--- config.mk ---
export PLATFORM = sky130hd
export DESIGN_NAME = mwmsc_score_unit
export DESIGN_NICKNAME = d
export VERILOG_FILES = /design/src/rtl/core/mwmsc_pkg.sv /design/src/rtl/core/mwmsc_score_unit.sv
export SDC_FILE = /design/constraint.sdc
export NUM_CORES = 1
export LEC_CHECK = 0
export BUFFER_PORTS_ARGS = -buffer_cell sky130_fd_sc_hd__buf_2
export CAP_MARGIN = 40
export CORE_MARGIN = 2
export CORE_UTILIZATION = 57
export DETAILED_ROUTE_END_ITERATION = 6
export PLACE_DENSITY = 0.95
export SETUP_SLACK_MARGIN = 0.05
export SLEW_MARGIN = 30
export SYNTH_ARGS = -nofsm -noshare
export SYNTH_HDL_FRONTEND = slang
export SYNTH_SLANG_ARGS = --single-unit
--- constraint.sdc ---
create_clock -name vclk -period 5
set_clock_uncertainty 0.05 [all_clocks]
set_input_delay 1 -clock vclk [all_inputs]
set_output_delay 1 -clock vclk [all_outputs]
set_load 0.1 [all_outputs]
--- src/rtl/core/mwmsc_pkg.sv ---
// shared constants, types and codes of the mass window match score counter
`default_nettype none
package mwmsc_pkg;
   localparam int COLUMNS = 131072;
   localparam int SLOTS   = 1048576;
   localparam int ROWS    = 65536;

   localparam int COL_AW  = $clog2(COLUMNS);
   localparam int SLOT_AW = $clog2(SLOTS);
   localparam int ROW_AW  = $clog2(ROWS);

   localparam int CMD_W     = 3;
   localparam int POS_W     = 20;
   localparam int SLOT_W    = 21;
   localparam int ROW_ID_W  = 16;
   localparam int MASS_W    = 18;
   localparam int TOL_W     = 16;
   localparam int SCORE_W   = 15;
   localparam int COUNT_W   = 18;
   localparam int SHIFT_W   = 19;
   localparam int CSR_IDX_W = 2;
   localparam int CSR_DAT_W = 19;
   localparam int WIN_W     = 21;

   localparam logic [SCORE_W-1:0] SCORE_MAX = '1;

   typedef enum logic [CMD_W-1:0] {
      CMD_LOAD_COL  = 3'd0,
      CMD_LOAD_SLOT = 3'd1,
      CMD_CLEAR     = 3'd2,
      CMD_PREFIX    = 3'd3,
      CMD_PRECURSOR = 3'd4,
      CMD_READ      = 3'd5
   } cmd_type;

   typedef enum logic [CSR_IDX_W-1:0] {
      CSR_COLUMN_COUNT    = 2'd0,
      CSR_MASS_SHIFT      = 2'd1,
      CSR_PRECURSOR_BONUS = 2'd2
   } csr_idx_type;

   typedef struct packed {
      logic               we;
      logic [SCORE_W-1:0] value;
   } score_upd_type;
endpackage
`default_nettype wire

--- src/rtl/core/mwmsc_score_unit.sv ---
// shared score update unit: plus one or precursor bonus, saturating
`default_nettype none
module mwmsc_score_unit (
   input  wire logic [mwmsc_pkg::SCORE_W-1:0] score,
   input  wire logic [mwmsc_pkg::SCORE_W-1:0] bonus,
   input  wire logic                          precursor,
   output mwmsc_pkg::score_upd_type           upd
);
   import mwmsc_pkg::*;

   logic [SCORE_W-1:0] addend;
   logic [SCORE_W:0]   sum;

   always_comb begin
      addend = precursor ? bonus : SCORE_W'(1);
      sum    = {1'b0, score} + {1'b0, addend};
      // precursor only lifts rows still under the bonus
      upd.we    = !precursor || (score < bonus);
      upd.value = sum[SCORE_W] ? SCORE_MAX : sum[SCORE_W-1:0];
   end
endmodule
`default_nettype wire

==> results of run 1 <==
-- cell type report --
cell class / instances / area (um^2) / area share (%)
Inverter: 16 / 60.1 / 3.91
Multi-Input combinational cell: 157 / 1210 / 78.5
Tap cell: 28 / 35.0 / 2.28
Timing Repair Buffer: 47 / 235 / 15.3
-- layout by cell type (no fill, tap or decap), types with 2 or more instances in the layout --
cell type,n
buf_2,47
ha_1,29
inv_1,16
nand2_1,16
and2_1,15
o21ai_0,12
a21o_1,9
nor2_1,7
a21oi_1,7
a211oi_1,6
nor3_1,5
a31oi_1,4
xnor2_1,4
xor2_1,4
nand2b_1,4
nand3_1,3
or3_1,3
o211ai_1,2
nor2b_1,2
a31o_2,2
a21o_2,2
nand4_1,2
-- power by group through the flow --
| stage | clock network, W | logic (W) | registers [W] |
|---|---|---|---|
| after floorplan | 0 | 0.000289 | 0 |
| after global placement | 0 | 0.000342 | 0 |
| after detailed placement | 0 | 0.000346 | 0 |
| after CTS | 0 | 0.000348 | 0 |
| after global routing | 0 | 0.000370 | 0 |
| final | 0 | 0.000348 | 0 |
-- logic make-up after synthesis --
| kind of cell | Yosys count | synth area share (%) |
|---|---|---|
| and+or+nand+nor | 61 | 25.1 |
| AOI/OAI and AO/OA | 58 | 33.5 |
| buffers and inverters | 19 | 6.13 |
| xor gates and xnor gates | 8 | 5.45 |
| adders and majority gates | 30 | 29.8 |
-- worst max path at each step --
stage,startpoint,to,slack (ns),cells past startpoint
floorplan,precursor,upd[3],0.07,5
global placement,precursor,upd[3],0.38,10
detailed placement,precursor,upd[3],0.32,10
CTS,precursor,upd[3],0.30,10
global route,precursor,upd[3],0.11,10
finish,precursor,upd[4],0.32,10
-- layer usage --
layer,vias up,part of all wire [%]
met1,640,47
met2,37,48
met3,4,4.0
met4,0,1.1
met5,-,0
li1,737,-
-- stage by stage --
step | area (um^2) | hold slack (ns)
floorplan | 1280 | 2.72
global placement | 1540 | 2.57
detailed placement | 1540 | 2.58
CTS | 1540 | 2.59
global route | 1540 | 2.63
finish | 1540 | 2.58
==> out/metrics.csv, run 1 <==
stage,metric,value,unit
timing,period_share,93.6,%
route,drc,0,
clock_network,post_cts_resized,0,
global_routing,grtUsageMet3,0.585,%
global_routing,grt_pass1_vias,1265,
yosys,yosysUniqueCellTypes,41,
yosys,synth_cells,176,
die,die_h,51.5,um
clock_network,cts_hold_buf,0,
die,num_rows,17,
cells_and_area,n_clock_buffer,0,
setup_path,cp.arrival,3.63,ns
timing,fin_crit,4.68,ns
timing,totalNegativeSetupSlack,0,ns
yosys,yosys.area.top_type_share,28.2,%
clock_network,post_cts_buffers,0,
timing,tightestPinTransition,0.630,ns
setup_path,critPathRequiredTime,3.95,ns
yosys,yosysWarningCount,0,
power_and_ir_drop,power.clock.fraction,0,%
route,wl_per_cell,12.6,um
yosys,synth_top_area_cell,ha_1,
global_routing,grt_first_pass_wirelength,5420,um
route,wl,3130,um
setup_path,slowest_delay,0.62,ns
die,initial_utilization,59.2,%
power_and_ir_drop,power.internal,0.0000850,W
cells_and_area,fillers,192,
setup_path,cp-start-kind,input port,
cells_and_area,drive_above_1_share,26.4,%
yosys,post_synth.cell_area_avg,7.30,um^2
power_and_ir_drop,switching_share,75.6,%
die,num_io_pins,47,
yosys,synth_nets,237,
cells_and_area,seq_area,0,um^2
global_routing,grt_max_degree,18,
yosys,synth_area,0.00128,mm^2
timing,rsz0062_at_grt,no,
yosys,ys_top_cells_by_count,"29 x ha_1, 16 x inv_1, 16 x nand2_1",
global_routing,antenna_found_initial,0,
hold_path,hold_path_end,upd[15],
power_and_ir_drop,ir_worst_vdd,0.152,mV
cells_and_area,area_growth_syn_to_layout,19.6,%
die,dieWidth,51.5,um
cells_and_area,nFlopsAndLatches,0,
cells_and_area,instances_no_fill,248,
placed_design,place.port_buffers,47,
setup_path,worst_setup_path_end_kind,output port,
hold_path,worst_hold_path_type,in2out,
timing,setup_violations,0,
power_and_ir_drop,switchingPower,0.000263,W
die,fp.coreArea,0.00217,mm^2
global_routing,use_met1,34.9,%
power_and_ir_drop,power_density,226,mW/mm^2
run,maxCapViolations,0,
hold_path,hp-start,precursor,
route,num_vias,1418,
setup_path,path_cells,buf_2 -> and2_1 -> ha_1 -> a211oi_2 -> nor2_1 -> o31a_4 -> o2bb2ai_2 -> a311oi_4 -> o21ai_1 -> buf_2,
cells_and_area,layout.nets,283,
placed_design,place_ws,0.320,ns
global_routing,busiest_layer,met2,
cells_and_area,n_antenna_cell,0,
cells_and_area,post-route-util,70.8,%
timing,fmax,214,MHz
power_and_ir_drop,p_seq_share,0,%
status,status,completed,
setup_path,path_common_cell,buf_2,
placed_design,place.gp.congestion,0.942,
setup_path,crit_fanout,17,
timing,drv_slew,0,
die,die-area,0.00265,mm^2
global_routing,grt_use_total,25.6,%
yosys,synth.area.top_cells,"ha_1 28%, and2_1 7.3%, a21o_1 5.3%, o21ai_0 5.1%, inv_1 4.7%",
timing,fin_ws,0.321,ns
setup_path,cp_top_family,compound AO/OA/AOI/OAI gates,
setup_path,crit_type,in2out,
global_routing,grtUsageMet2,45.7,%
placed_design,hpwlAfterDp,2740,um
yosys,ys_seq_area_share,0,%
placed_design,dp_cells,248,
timing,final_hold_viol_count,0,
setup_path,slowest_stage,a311oi_4,
timing,relSlewSlack,58.0,%
route,firstDrtPassIters,4,
route,via_per_inst,5.72,
setup_path,cp_num_buf_inv,2,
power_and_ir_drop,power_leakage,0.839,nW
power_and_ir_drop,combPwrFrac,100.0,%
hold_path,min_delay_path_depth,3,
power_and_ir_drop,fin_total_pwr,0.000348,W
route,initialDrtViolationCount,23,
route,antenna_left,0,
global_routing,grt_overflow_total,0,
yosys,synthMostInstantiatedCell,ha_1,
(Power assumes the default switching activity.)
==> run 2, diff against run 1 <==
Settings changed: ABC_AREA set to 1, CORE_UTILIZATION 57 to 60.
==> run 2 against run 1 <==
First-iteration DRC count grew 8.7%; clock-buffer cell count is the same; critical path depth grew 2; fmax grew 13%; largest cell class unchanged; worst hold slack lost 0.0051 ns.
==> out/metrics.csv, run 2 <==
stage,metric,value,unit
cells_and_area,post-route-util,73.1,%
timing,tightestPinTransition,0.532,ns
route,wl_per_cell,9.02,um
timing,drv_slew,0,
yosys,synth_area,0.00157,mm^2
die,die_h,55.1,um
yosys,post_synth.cell_area_avg,5.42,um^2
yosys,yosysWarningCount,0,
global_routing,grt_max_degree,17,
cells_and_area,n_clock_buffer,0,
die,die-area,0.00303,mm^2
setup_path,crit_fanout,16,
hold_path,worst_hold_path_type,in2out,
power_and_ir_drop,power_leakage,1.27,nW
hold_path,min_delay_path_depth,3,
global_routing,antenna_found_initial,0,
placed_design,hpwlAfterDp,3010,um
die,initial_utilization,63.2,%
timing,period_share,82.8,%
setup_path,cp.arrival,3.09,ns
yosys,synth_cells,289,
yosys,ys_seq_area_share,0,%
timing,final_hold_viol_count,0,
status,status,completed,
yosys,yosysUniqueCellTypes,21,
yosys,synth_top_area_cell,ha_1,
cells_and_area,layout_common_cells,"91 x nand2_1, 73 x inv_1, 47 x buf_2, 29 x ha_1",
cells_and_area,layout.nets,396,
clock_network,cts_hold_buf,0,
die,num_io_pins,47,
clock_network,post_cts_buffers,0,
route,wl,3280,um
cells_and_area,final_common_cell,nand2_1,
cells_and_area,area_growth_syn_to_layout,15.7,%
cells_and_area,drive_above_1_share,23.4,%
placed_design,place.gp.congestion,0.876,
yosys,yosys.area.top_type_share,23.2,%
route,num_vias,1724,
setup_path,cp-start-kind,input port,
timing,relSlewSlack,64.5,%
global_routing,grt_overflow_total,0,
run,maxCapViolations,0,
route,antenna_left,0,
timing,totalNegativeSetupSlack,0,ns
die,num_rows,18,
placed_design,place_ws,0.884,ns
route,drc,0,
cells_and_area,n_antenna_cell,0,
yosys,synthMostInstantiatedCell,nand2_1,
route,via_per_inst,4.75,
global_routing,grt_use_total,24.1,%
power_and_ir_drop,power_density,202,mW/mm^2
route,initialDrtViolationCount,25,
die,dieWidth,55.1,um
global_routing,grt_pass1_vias,1443,
cells_and_area,multi_input_area,0.00125,mm^2
yosys,ys_top_cells_by_count,"91 x nand2_1, 73 x inv_1, 29 x ha_1",
setup_path,crit_type,in2out,
timing,fin_crit,4.14,ns
placed_design,place.port_buffers,47,
setup_path,critPathRequiredTime,3.95,ns
power_and_ir_drop,ir_worst_vdd,0.209,mV
cells_and_area,seq_area,0,um^2
timing,fmax,242,MHz
timing,rsz0062_at_grt,no,
yosys,synth.area.top_cells,"ha_1 23%, nand2_1 22%, inv_1 18%, nand2_2 7.2%, nand3_1 5.8%",
die,fp.coreArea,0.00248,mm^2
cells_and_area,nFlopsAndLatches,0,
timing,setup_violations,0,
global_routing,grt_first_pass_wirelength,5690,um
timing,fin_ws,0.859,ns
cells_and_area,fillers,230,
route,firstDrtPassIters,4,
clock_network,post_cts_resized,0,
yosys,synth_nets,350,
setup_path,worst_setup_path_end_kind,output port,
==> run 2: cell types whose count changed after synthesis, sizes merged, moves of 9 or more <==
cell / change
a21o: -11
nand3: +18
inv: +61
nor2: +11
o21ai: -9
and2: -12
nand2: +94
==> run 2: where the power goes <==
group | switching (W) | leakage (nW) | internal (W)
Sequential | 0 | 0 | 0
Combinational | 0.000283 | 1.27 | 0.0000832
Clock | 0 | 0 | 0
Total | 0.000283 | 1.27 | 0.0000832
==> run 2: logic make-up after synthesis <==
| group | count (synthesis) | share of synthesized area [%] |
|---|---|---|
| buffers and inverters | 80 | 20.2 |
| and+or+nand+nor | 156 | 44.8 |
| xor gates and xnor gates | 6 | 3.36 |
| AOI/OAI and AO/OA | 17 | 7.11 |
| adders and majority gates | 30 | 24.5 |
==> run 2: final cells by class <==
cell class	instances	area share [%]
Inverter	77	16.0
Timing Repair Buffer	47	13.0
Multi-Input combinational cell	209	69.0
Tap cell	30	2.07
==> run 2: worst paths after layout <==
check                  from      end  slack [ns]
hold / removal    precursor  upd[15]        2.57
setup / recovery  precursor  upd[10]        0.86
==> run 2: worst max-delay path: stages <==
cell and delay (ns):
buf_2 0.26, nand2_1 0.10, ha_1 0.25, fa_1 0.40, nand2_1 0.14, nand2_1 0.07
nand3_1 0.07, nand2_1 0.11, nand2_1 0.11, nand3_1 0.09, nand3_2 0.08, buf_2 0.42
==> run 2: metrics by stage <==
stage	hold slack, ns	power (W)	cells	instance area, um^2
final	2.57	0.000366	363	1810
after global routing	2.64	0.000396	363	1810
after CTS	2.57	0.000367	363	1810
after detailed placement	2.57	0.000367	363	1810
after global placement	2.57	0.000363	363	1810
after floorplan	2.47	0.000311	289	1570
==> run 2: per-layer routing <==
layer  vias up  global-route usage, %  wire length [um]
met3         0                      0               114
met2        34                   45.4              1550
met4         0                      0                 0
met1       736                   32.7              1610
met5         -                      0                 0
li1        954                      -                 -
